`src/rtl/rwc_pkg.sv`:
```
// Shared types and constants of the reorder window collector.
package rwc_pkg;

	localparam int unsigned WINDOW_DEF = 8;
	localparam int unsigned IN_TDATA_W = 136;
	localparam int unsigned OUT_TDATA_W = 168;
	localparam int unsigned QUEUE_DEPTH = 2;

	typedef enum logic [1:0] {
		ERR_NONE   = 2'd0,
		ERR_WINDOW = 2'd1,
		ERR_DUP    = 2'd2
	} err_t;

	typedef enum logic {
		ST_FETCH,
		ST_EXEC
	} back_state_t;

	// Members are listed from the highest bit down, so unit0_valid lands in bit 0.
	typedef struct packed {
		logic [4:0]  pad;
		logic        out_ready;
		logic [31:0] unit1_value;
		logic [31:0] unit1_tag;
		logic        unit1_valid;
		logic [31:0] unit0_value;
		logic [31:0] unit0_tag;
		logic        unit0_valid;
	} in_item_t;

	typedef struct packed {
		logic [2:0]  pad;
		logic [31:0] blocked_count;
		logic [31:0] wait_count;
		err_t        error_code;
		logic [31:0] base_tag;
		logic        took_unit;
		logic        took_result;
		logic [31:0] emit_value;
		logic [31:0] emit_tag;
		logic        emit_valid;
	} out_item_t;

	// Handshake between the input queue and the back end.
	typedef struct packed {
		logic     valid;
		in_item_t item;
	} queue_head_t;

	function automatic logic [31:0] sat_inc(input logic [31:0] v);
		sat_inc = (v == 32'hFFFF_FFFF) ? v : v + 32'd1;
	endfunction

endpackage

```
`src/rtl/rwc_front.sv`:
```
// Input side: accepts items and holds them in a two-entry queue for the back end.
module rwc_front (
	input  logic                     clk,
	input  logic                     arst_n,
	input  logic                     s_tvalid,
	output logic                     s_tready,
	input  rwc_pkg::in_item_t        s_item,
	output rwc_pkg::queue_head_t     head,
	input  logic                     pop
);

	localparam int unsigned CNT_W = $clog2(rwc_pkg::QUEUE_DEPTH + 1);
	localparam logic [CNT_W-1:0] FULL = CNT_W'(rwc_pkg::QUEUE_DEPTH);

	rwc_pkg::in_item_t ent_q [2];
	logic              wr_ptr_q;
	logic              rd_ptr_q;
	logic [CNT_W-1:0]  count_q;
	logic              push;
	logic              do_pop;

	assign s_tready = (count_q != FULL);
	assign push = s_tvalid && s_tready;
	assign do_pop = pop && (count_q != '0);
	assign head.valid = (count_q != '0);
	assign head.item = ent_q[rd_ptr_q];

	always_ff @(posedge clk) begin
		if (push) begin
			ent_q[wr_ptr_q] <= s_item;
		end
	end

	always_ff @(posedge clk or negedge arst_n) begin
		if (!arst_n) begin
			wr_ptr_q <= 1'b0;
			rd_ptr_q <= 1'b0;
			count_q <= '0;
		end else begin
			if (push) begin
				wr_ptr_q <= ~wr_ptr_q;
			end
			if (do_pop) begin
				rd_ptr_q <= ~rd_ptr_q;
			end
			if (push && !do_pop) begin
				count_q <= count_q + CNT_W'(1);
			end else if (!push && do_pop) begin
				count_q <= count_q - CNT_W'(1);
			end
		end
	end

`ifndef NO_ASSERTIONS
	a_count_up: assert property (@(posedge clk) disable iff (!arst_n)
		push && !do_pop |=> count_q == $past(count_q) + CNT_W'(1))
		else $error("queue count did not follow a push");
`endif

endmodule

```
`src/rtl/rwc_back.sv`:
```
// Back end: slot window, in-order retirement, result intake and the output register.
module rwc_back #(
	parameter int unsigned WINDOW = rwc_pkg::WINDOW_DEF
) (
	input  logic                  clk,
	input  logic                  arst_n,
	input  rwc_pkg::queue_head_t  head,
	output logic                  pop,
	output logic                  m_tvalid,
	input  logic                  m_tready,
	output rwc_pkg::out_item_t    m_item
);

	localparam int unsigned IDX_W = (WINDOW > 1) ? $clog2(WINDOW) : 1;
	localparam int unsigned CNT_W = $clog2(WINDOW + 1);
	localparam longint unsigned WRAP_REM = 64'h1_0000_0000 % WINDOW;
	localparam longint unsigned WRAP_ADJ_L = (WINDOW - WRAP_REM) % WINDOW;
	localparam logic [IDX_W:0] WIN_C = (IDX_W + 1)'(WINDOW);
	localparam logic [IDX_W:0] WRAP_ADJ = (IDX_W + 1)'(WRAP_ADJ_L);
	localparam logic [IDX_W-1:0] LAST_IDX = IDX_W'(WINDOW - 1);
	localparam logic [CNT_W-1:0] CNT_MAX = CNT_W'(WINDOW);

	rwc_pkg::back_state_t state_q, state_n;
	logic [31:0]       slot_mem [WINDOW];
	logic [31:0]       rd_q;
	logic [WINDOW-1:0] filled_q;
	logic [IDX_W-1:0]  head_q;
	logic [31:0]       next_tag_q;
	logic [CNT_W-1:0]  cnt_q;
	logic              poll_q;
	logic [31:0]       wait_q;
	logic [31:0]       blocked_q;
	rwc_pkg::out_item_t out_q;
	logic              out_valid_q;

	logic              rd_en;
	logic              exec_go;
	logic              head_filled;
	logic              retire;
	logic [31:0]       next_tag_n;
	logic [IDX_W-1:0]  head_n;
	logic [WINDOW-1:0] filled_ret;
	logic [WINDOW-1:0] filled_nxt;
	logic [CNT_W-1:0]  cnt_ret;
	logic              sel;
	logic              sel_valid;
	logic [31:0]       sel_tag;
	logic [31:0]       sel_value;
	logic [31:0]       off;
	logic              in_win;
	logic              wrapped;
	logic [IDX_W:0]    s0, s1, s2;
	logic [IDX_W-1:0]  idx;
	logic              store;
	rwc_pkg::err_t     err;
	rwc_pkg::out_item_t res;

	// Next state
	always_comb begin
		state_n = state_q;
		case (state_q)
			rwc_pkg::ST_FETCH: begin
				if (head.valid) begin
					state_n = rwc_pkg::ST_EXEC;
				end
			end
			rwc_pkg::ST_EXEC: begin
				if (!out_valid_q || m_tready) begin
					state_n = rwc_pkg::ST_FETCH;
				end
			end
			default: state_n = rwc_pkg::ST_FETCH;
		endcase
	end

	// State outputs
	always_comb begin
		rd_en = 1'b0;
		exec_go = 1'b0;
		case (state_q)
			rwc_pkg::ST_FETCH: rd_en = head.valid;
			rwc_pkg::ST_EXEC: exec_go = !out_valid_q || m_tready;
			default: begin
				rd_en = 1'b0;
				exec_go = 1'b0;
			end
		endcase
	end

	assign pop = exec_go;

	// Retire step, then intake of one unit's result against the updated window.
	always_comb begin
		head_filled = filled_q[head_q];
		retire = head_filled && head.item.out_ready;
		next_tag_n = retire ? next_tag_q + 32'd1 : next_tag_q;
		head_n = head_q;
		if (retire) begin
			// The head index must follow the tag modulo the window across the tag wrap.
			if (next_tag_q == 32'hFFFF_FFFF || head_q == LAST_IDX) begin
				head_n = '0;
			end else begin
				head_n = head_q + IDX_W'(1);
			end
		end
		filled_ret = filled_q;
		if (retire) begin
			filled_ret[head_q] = 1'b0;
		end
		cnt_ret = (retire && cnt_q != '0) ? cnt_q - CNT_W'(1) : cnt_q;

		sel = head.item.unit0_valid ? 1'b0 : 1'b1;
		if (poll_q) begin
			sel = head.item.unit1_valid ? 1'b1 : 1'b0;
		end
		sel_valid = sel ? head.item.unit1_valid : head.item.unit0_valid;
		sel_tag = sel ? head.item.unit1_tag : head.item.unit0_tag;
		sel_value = sel ? head.item.unit1_value : head.item.unit0_value;

		off = sel_tag - next_tag_n;
		in_win = off < 32'(WINDOW);
		wrapped = sel_tag < next_tag_n;
		s0 = {1'b0, head_n} + {1'b0, off[IDX_W-1:0]};
		s1 = (s0 >= WIN_C) ? s0 - WIN_C : s0;
		s2 = wrapped ? s1 + WRAP_ADJ : s1;
		if (s2 >= WIN_C) begin
			s2 = s2 - WIN_C;
		end
		idx = s2[IDX_W-1:0];

		store = 1'b0;
		err = rwc_pkg::ERR_NONE;
		if (sel_valid) begin
			if (!in_win) begin
				err = rwc_pkg::ERR_WINDOW;
			end else if (filled_ret[idx]) begin
				err = rwc_pkg::ERR_DUP;
			end else begin
				store = 1'b1;
			end
		end

		filled_nxt = filled_ret;
		if (store) begin
			filled_nxt[idx] = 1'b1;
		end

		res = '0;
		res.emit_valid = retire;
		res.emit_tag = retire ? next_tag_q : 32'd0;
		res.emit_value = retire ? rd_q : 32'd0;
		res.took_result = sel_valid;
		res.took_unit = sel_valid && sel;
		res.base_tag = next_tag_n;
		res.error_code = err;
		res.wait_count = (!head_filled && cnt_q != '0) ? rwc_pkg::sat_inc(wait_q) : wait_q;
		res.blocked_count = (head_filled && !head.item.out_ready) ?
			rwc_pkg::sat_inc(blocked_q) : blocked_q;
	end

	always_ff @(posedge clk) begin
		if (rd_en) begin
			rd_q <= slot_mem[head_q];
		end
		if (exec_go && store) begin
			slot_mem[idx] <= sel_value;
		end
	end

	always_ff @(posedge clk) begin
		if (exec_go) begin
			out_q <= res;
		end
	end

	always_ff @(posedge clk or negedge arst_n) begin
		if (!arst_n) begin
			state_q <= rwc_pkg::ST_FETCH;
			filled_q <= '0;
			head_q <= '0;
			next_tag_q <= '0;
			cnt_q <= '0;
			poll_q <= 1'b0;
			wait_q <= '0;
			blocked_q <= '0;
			out_valid_q <= 1'b0;
		end else begin
			state_q <= state_n;
			if (exec_go) begin
				filled_q <= filled_nxt;
				if (store) begin
					poll_q <= ~sel;
				end
				head_q <= head_n;
				next_tag_q <= next_tag_n;
				cnt_q <= (store && cnt_ret < CNT_MAX) ? cnt_ret + CNT_W'(1) : cnt_ret;
				wait_q <= res.wait_count;
				blocked_q <= res.blocked_count;
				out_valid_q <= 1'b1;
			end else if (m_tready) begin
				out_valid_q <= 1'b0;
			end
		end
	end

	assign m_tvalid = out_valid_q;
	assign m_item = out_q;

`ifndef NO_ASSERTIONS
	a_emit_base: assert property (@(posedge clk) disable iff (!arst_n)
		out_valid_q && out_q.emit_valid |-> out_q.base_tag == out_q.emit_tag + 32'd1)
		else $error("retired tag does not precede the new base tag");
	a_cnt_bound: assert property (@(posedge clk) disable iff (!arst_n)
		cnt_q <= CNT_MAX)
		else $error("filled count exceeds the window");
	a_hold_state: assert property (@(posedge clk) disable iff (!arst_n)
		state_q == rwc_pkg::ST_EXEC && !exec_go |=> $stable(next_tag_q) && $stable(filled_q))
		else $error("window state changed while the output was stalled");
	a_no_exec_empty: assert property (@(posedge clk) disable iff (!arst_n)
		state_q == rwc_pkg::ST_EXEC |-> head.valid)
		else $error("execute step without a queued item");
`endif

endmodule

```
`src/rtl/reorder_window_collector.sv`:
```
// Top level of the reorder window collector.
// Each input item is one tick of the collector: the heads of two result units and the
// downstream ready flag. Every item gives exactly one result item, in order. The back end
// reads the head slot from the value memory, then retires, takes in a unit's result and
// writes the value memory, waiting while the output register holds an untaken result, and
// takes no new item before it is through with the last. A two-entry input queue and an
// output register let either side stall without blocking the other. No clearing pass is needed after reset.
module reorder_window_collector #(
	parameter int unsigned WINDOW = rwc_pkg::WINDOW_DEF
) (
	input  logic                                clk,
	input  logic                                arst_n,
	input  logic                                s_tvalid,
	output logic                                s_tready,
	// unit0_valid, unit0_tag, unit0_value, unit1_valid, unit1_tag, unit1_value, out_ready
	input  logic [rwc_pkg::IN_TDATA_W-1:0]      s_tdata,
	output logic                                m_tvalid,
	input  logic                                m_tready,
	// emit_valid, emit_tag, emit_value, took_result, took_unit, base_tag, error_code,
	// wait_count, blocked_count
	output logic [rwc_pkg::OUT_TDATA_W-1:0]     m_tdata
);

	rwc_pkg::in_item_t    s_item;
	rwc_pkg::queue_head_t q_head;
	rwc_pkg::out_item_t   m_item;
	logic                 q_pop;

	assign s_item = rwc_pkg::in_item_t'(s_tdata);

	rwc_front u_front (
		.clk      (clk),
		.arst_n   (arst_n),
		.s_tvalid (s_tvalid),
		.s_tready (s_tready),
		.s_item   (s_item),
		.head     (q_head),
		.pop      (q_pop)
	);

	rwc_back #(
		.WINDOW (WINDOW)
	) u_back (
		.clk      (clk),
		.arst_n   (arst_n),
		.head     (q_head),
		.pop      (q_pop),
		.m_tvalid (m_tvalid),
		.m_tready (m_tready),
		.m_item   (m_item)
	);

	assign m_tdata = m_item;

endmodule

```
`config.mk`:
```
export PLATFORM = sky130hd
export DESIGN_NAME = reorder_window_collector
export DESIGN_NICKNAME = d
export VERILOG_FILES = /design/src/rtl/rwc_pkg.sv /design/src/rtl/rwc_front.sv /design/src/rtl/rwc_back.sv /design/src/rtl/reorder_window_collector.sv
export SDC_FILE = /design/constraint.sdc
export NUM_CORES = 1
export LEC_CHECK = 0
export BUFFER_PORTS_ARGS = -buffer_cell sky130_fd_sc_hd__buf_2
export CORE_UTILIZATION = 45
export CTS_BUF_LIST = sky130_fd_sc_hd__clkbuf_2
export DETAILED_ROUTE_END_ITERATION = 16
export HOLD_SLACK_MARGIN = 0.06
export SYNTH_ARGS = -nofsm -noshare
export SYNTH_HDL_FRONTEND = slang
export SYNTH_HIERARCHICAL = 1
export SYNTH_SLANG_ARGS = --single-unit
```
`constraint.sdc`:
```
create_clock -name clk -period 11.59 [get_ports clk]
set_input_delay 1.7385 -clock clk [delete_from_list [all_inputs] [get_ports clk]]
set_output_delay 1.7385 -clock clk [all_outputs]
set_load 0.02 [all_outputs]
```
**Yosys cells after proc, flatten, opt, wreduce, memory -nomap -nowiden**

Memories as Yosys holds them, arrays and structs flattened. A register that Yosys moved wholly into a read port is not among the register bits.
Cells that the tools add are included.

- Register bits after elaboration: 283
- RAM bits: 528
- Input bits: 140
- Memories kept: 2

- Add/sub/neg operators: 12
- Magnitude comparators: 8
- Eq/ne operators: 5
- Mux-type cells: 45
- Bitwise logic cells: 7
- Reductions and logical operators: 26

Memory list:

| name | depth | width | read ports | clocked after Yosys merged registers in | write ports | line | RTL |
|---|---|---|---|---|---|---|---|
| u_front.ent_q | 2 | 136 | 1 | 0 | 1 | rwc_front.sv:15 | `rwc_pkg::in_item_t ent_q [2];` |
| u_back.slot_mem | 8 | 32 | 1 | 1 | 1 | rwc_back.sv:24 | `logic [31:0] slot_mem [WINDOW];` |

Operators by type and width:

| cell | number |
|---|---|
| 32-bit two-way mux | 7 |
| 32-bit by 1-bit adder with 32-bit output, second input constant | 3 |
| 32-bit == test, second input constant | 3 |
| 32-bit by 4-bit < comparator with 1-bit output, second input constant | 1 |
| 32-bit subtractor | 1 |
| 1-bit two-way mux | 22 |
| 8-bit two-way mux | 2 |
| 1-bit logical AND | 13 |
| 4-bit two-way mux | 3 |
| 3-bit two-way mux | 3 |
| 8-bit bitwise AND | 1 |
| 4-bit >= comparator, second input constant | 2 |
| 3-bit by 4-bit < comparator with 1-bit output, second input constant | 2 |
| 8-bit NOT | 1 |
| 8-bit bitwise OR | 1 |
| 1-bit binary-select mux with 3-bit select | 2 |
| 1-bit demux with 3-bit select | 2 |
| 3-bit by 1-bit >= comparator with 1-bit output, second input constant | 2 |
| 2-bit two-way mux | 3 |
| 2-bit nonzero test | 3 |
| 1-bit logical NOT | 5 |
| 3-bit by 3-bit adder with 4-bit output | 1 |
| 4-bit by 1-bit adder with 4-bit output, second input constant | 1 |
| 4-bit < comparator, second input constant | 1 |
| 13 further kinds | 18 |

**Depth between registers and ports, before layout**

- Depth after elaboration: 18
- Mapped depth: 27

**Cells and area by module**

The synthesis kept the hierarchy.

Modules (own cells, without submodules):

| module | times used | cells an instance | area each (um2) | sequential area each (um2) |
|---|---|---|---|---|
| rwc_back | 1 | 1981 | 25742.2 | 16455.8 |
| rwc_front | 1 | 441 | 10087.2 | 8267.9 |

**Worst setup path after synthesis**

No wires, ideal clock.

- Path type: input to register
- Start point: input m_tready
- End point: register u_front.count_q[1]
- Library setup time: 0.079 ns
- Arrival: 8.399 ns
- Data required time: 11.511 ns
- Setup slack: 3.111 ns
- Cell stages on the path: 9
- Cell sequence: nand2b_1 > nand2_1 > clkinv_1 > clkbuf_1 > buf_1 > nand2_1 > ha_1 > nor2_1 > xor2_1

- Word-level cells in the longest chain between the ends: 6
- Elaborated cells between the ends (all ways): 8

RTL lines:

| element | line | RTL |
|---|---|---|
| start: declaration | reorder_window_collector.sv:18 | `input logic m_tready,` |
| 1-bit logical OR (*) | rwc_back.sv:82 | `rwc_pkg::ST_EXEC: exec_go = !out_valid_q \|\| m_tready;` |
| 1-bit two-way mux (*) | rwc_back.sv:80 | `case (state_q)` |
| net q_pop | reorder_window_collector.sv:27 | `logic q_pop;` |
| 1-bit logical AND (*) | rwc_front.sv:24 | `assign do_pop = pop && (count_q != '0);` |
| 1-bit logical NOT | rwc_front.sv:46 | `if (push && !do_pop) begin` |
| 1-bit logical AND | rwc_front.sv:46 |  |
| 2-bit two-way mux / 2-bit nonzero test (equally long branches) | -- |  |
| end signal: assignment | rwc_front.sv:47 | `count_q <= count_q + CNT_W'(1);` |
| end signal: assignment | rwc_front.sv:49 | `count_q <= count_q - CNT_W'(1);` |
| end: declaration | rwc_front.sv:18 | `logic [CNT_W-1:0] count_q;` |

Mark *: on every way through the listed nets, which the timed path passes. The rest lies on a longest branch.
A chain may end at the register's enable or synchronous reset.

==> metrics.yaml <==
outcome:
  outcome: "completed"
cells_and_area:
  drive_above_1_share_pct: 29.89
  finalCoreUtilization_pct: 51.32
  layout_common_cells: "715 x edfxtp_1, 302 x clkbuf_2, 300 x buf_2, 197 x mux2_2, 130 x nand2_1"
  final_common_cell: "edfxtp_1"
  nets: 3019
  fillers: 6752
  areaGrowthSynthToFinish_pct: 12.43
sta:
  setup_violations: 0
  max_slew_margin_pct: 19.00
  fmax_mhz: 121.4
  period_needed_ns: 8.240
  worst_slew_pin_slew_ns: 1.212
  rsz0062_at_grt: "false"
  post-route-period-util_pct: 71.10
  hold_violations: 0
  final.setup.tns_ns: 0
  skew_ns: 0.1502
  drv_slew: 0
setup_path:
  critPathTopFamily: "simple AND/OR/NAND/NOR gates"
  cp.required_ns: 12.65
  path_class: "reg2reg"
  critPathLaunchType: "flip-flop"
  cp_max_fo: 38
  slowest_delay_ns: 1.01
  path_cells: "mux2_2 -> o21ai_1 -> buf_4 -> inv_2 -> nand2_1 -> nor2_1 -> and3_1 -> and2_1 -> and4_1 -> xnor2_1 -> ha_1 -> a21oi_1 -> o21ai_1 -> a311oi_1 -> mux2i_1 -> a2111oi_0 -> o211ai_1 -> nor4_1 -> nand4b_1 -> nand2b_1 -> nor2_2 -> buf_4"
  endpoint_kind: "flip-flop"
  crit_buf_inv: 3
  crit_arrival_ns: 9.30
  slowest_stage: "nor2_2"
power:
  p_leak_nw: 15.22
  p_total_mw: 8.976
  power.density_mw_per_mm2: 225.1
  peakVddDrop_mv: 0.1180
route:
  wl_met3_um: 5377
  via_per_inst: 5.380
  drt_iter0_markers: 1696
  drc: 0
  antenna_left: 0
  wl_um: 82870
  met2_length_um: 38740
  wl_met1_um: 37430
  top_layer_used: "met5"
  drt-wirelength-per-cell_um: 20.58
  num_vias: 21664
  firstDrtPassIters: 5
cts:
  clk_latency_ns: 1.41
  path_clk_slew_ns: 0.10
  clock-sinks: 833
  numCtsBuffers: 207
  clock_path_buffers: 3
  cts_hold_buf: 0
  cts_resized: 0
  cts-root-buf: "clkbuf_2"
  h-tree-depth: 4
  post_cts_buffers: 0
  cts_tree: "built"
synth:
  syn_area_per_cell_um2: 14.74
  syn_area_mm2: 0.03547
  ys_warn_count: 6
  synthCells: 2407
die:
  die_y_um: 282.8
  die_area_mm2: 0.07996
  io_pins: 310
  core_area_mm2: 0.07772
  die_w_um: 282.8
  initial_utilization_pct: 45.64
  std_cell_rows: 102
global_route:
  grt_overflow_total: 0
  grt_usage_pct: 20.72
  antenna_found_initial: 12
  grt_pass1_vias: 21604
  grt_max_degree: 126
  grt_pass1_wl_um: 123800
place:
  dp_hpwl_um: 53060
  io_buffers: 301
  place_congestion: 0.8817
flow_run:
  drv_cap: 0
min_path:
  hold_class: "in2async"
==> worst register-to-register path: cells and delay by family (launching register included) <==
kind / cells / cell delay, ns
AOI/OAI and AO/OA: 6 / 1.76
adders and majority gates: 1 / 0.46
buffers and inverters: 3 / 0.70
muxes: 2 / 0.64
and+or+nand+nor: 9 / 3.33
xor gates and xnor gates: 1 / 0.28
DFF: 1 / 0.76
==> metrics by stage <==
stage	hold WS [ns]	cell area (µm²)	instances	setup WS, ns
finish	0.4067	39880	4027	3.350
global route	0.2839	39880	4025	2.689
CTS	0.1598	39870	4021	3.217
detailed placement	0.4834	38030	3668	3.256
global placement	0.4774	38030	3668	3.291
floorplan	0.4559	35480	2409	3.111
==> state kept, by name, summed over array words and instances (netlist names), 2 cells and up <==
signal	flops
u_back/blocked_q	32
u_back/cnt_q	4
u_back/filled_q	8
u_back/head_q	3
u_back/m_item	165
u_back/next_tag_q	32
u_back/rd_q	32
u_back/slot_mem	256
u_back/wait_q	32
u_front/count_q	2
u_front/ent_q	262
==> area by class of cell <==
type / count / area (µm²) / share of cell area (%)
Clock buffer: 302 / 1511 / 3.790
Tap cell: 1040 / 1301 / 3.263
Inverter: 65 / 251.5 / 0.6306
Clock inverter: 51 / 326.6 / 0.8188
Multi-Input combinational cell: 1402 / 10340 / 25.92
Sequential cell: 833 / 24430 / 61.25
Timing Repair Buffer: 328 / 1712 / 4.292
Antenna cell: 6 / 15.01 / 0.03765
==> metal layers <==
| metal | track usage, % | up-vias |
|---|---|---|
| met3 | 4.989 | 115 |
| li1 | - | 10113 |
| met5 | 0 | - |
| met1 | 28.39 | 10737 |
| met4 | 6.791 | 12 |
| met2 | 32.48 | 687 |
==> power by group <==
part	switching [mW]	total, mW	internal, mW	leakage [nW]
combinational	1.93	2.93	1.01	5.50
sequential	0.161	4.16	4.00	8.30
clock	1.15	1.88	0.739	1.42
total	3.23	8.98	5.74	15.2
==> path summary, 6_finish.rpt <==
| check | from | to | slack, ns | cells after the start |
|---|---|---|---|---|
| hold / removal | arst_n | u_back/wait_q[2]$_DFFE_PN0P_ | 0.41 | 1 |
| hold reg to reg | u_back/slot_mem[3][3]$_DFFE_PP_ | u_back/rd_q[3]$_DFFE_PP_ | 0.51 | 2 |
| min in group clk | u_back/slot_mem[3][3]$_DFFE_PP_ | u_back/rd_q[3]$_DFFE_PP_ | 0.51 | 2 |
| setup reg to reg | u_front/rd_ptr_q$_DFFE_PN0P_ | u_back/slot_mem[3][31]$_DFFE_PP_ | 3.35 | 22 |
| setup / recovery | u_front/rd_ptr_q$_DFFE_PN0P_ | u_back/slot_mem[3][31]$_DFFE_PP_ | 3.35 | 22 |
| max in group asynchronous | arst_n | u_front/rd_ptr_q$_DFFE_PN0P_ | 9.70 | 2 |
Power figures use the tool's default switching activity.
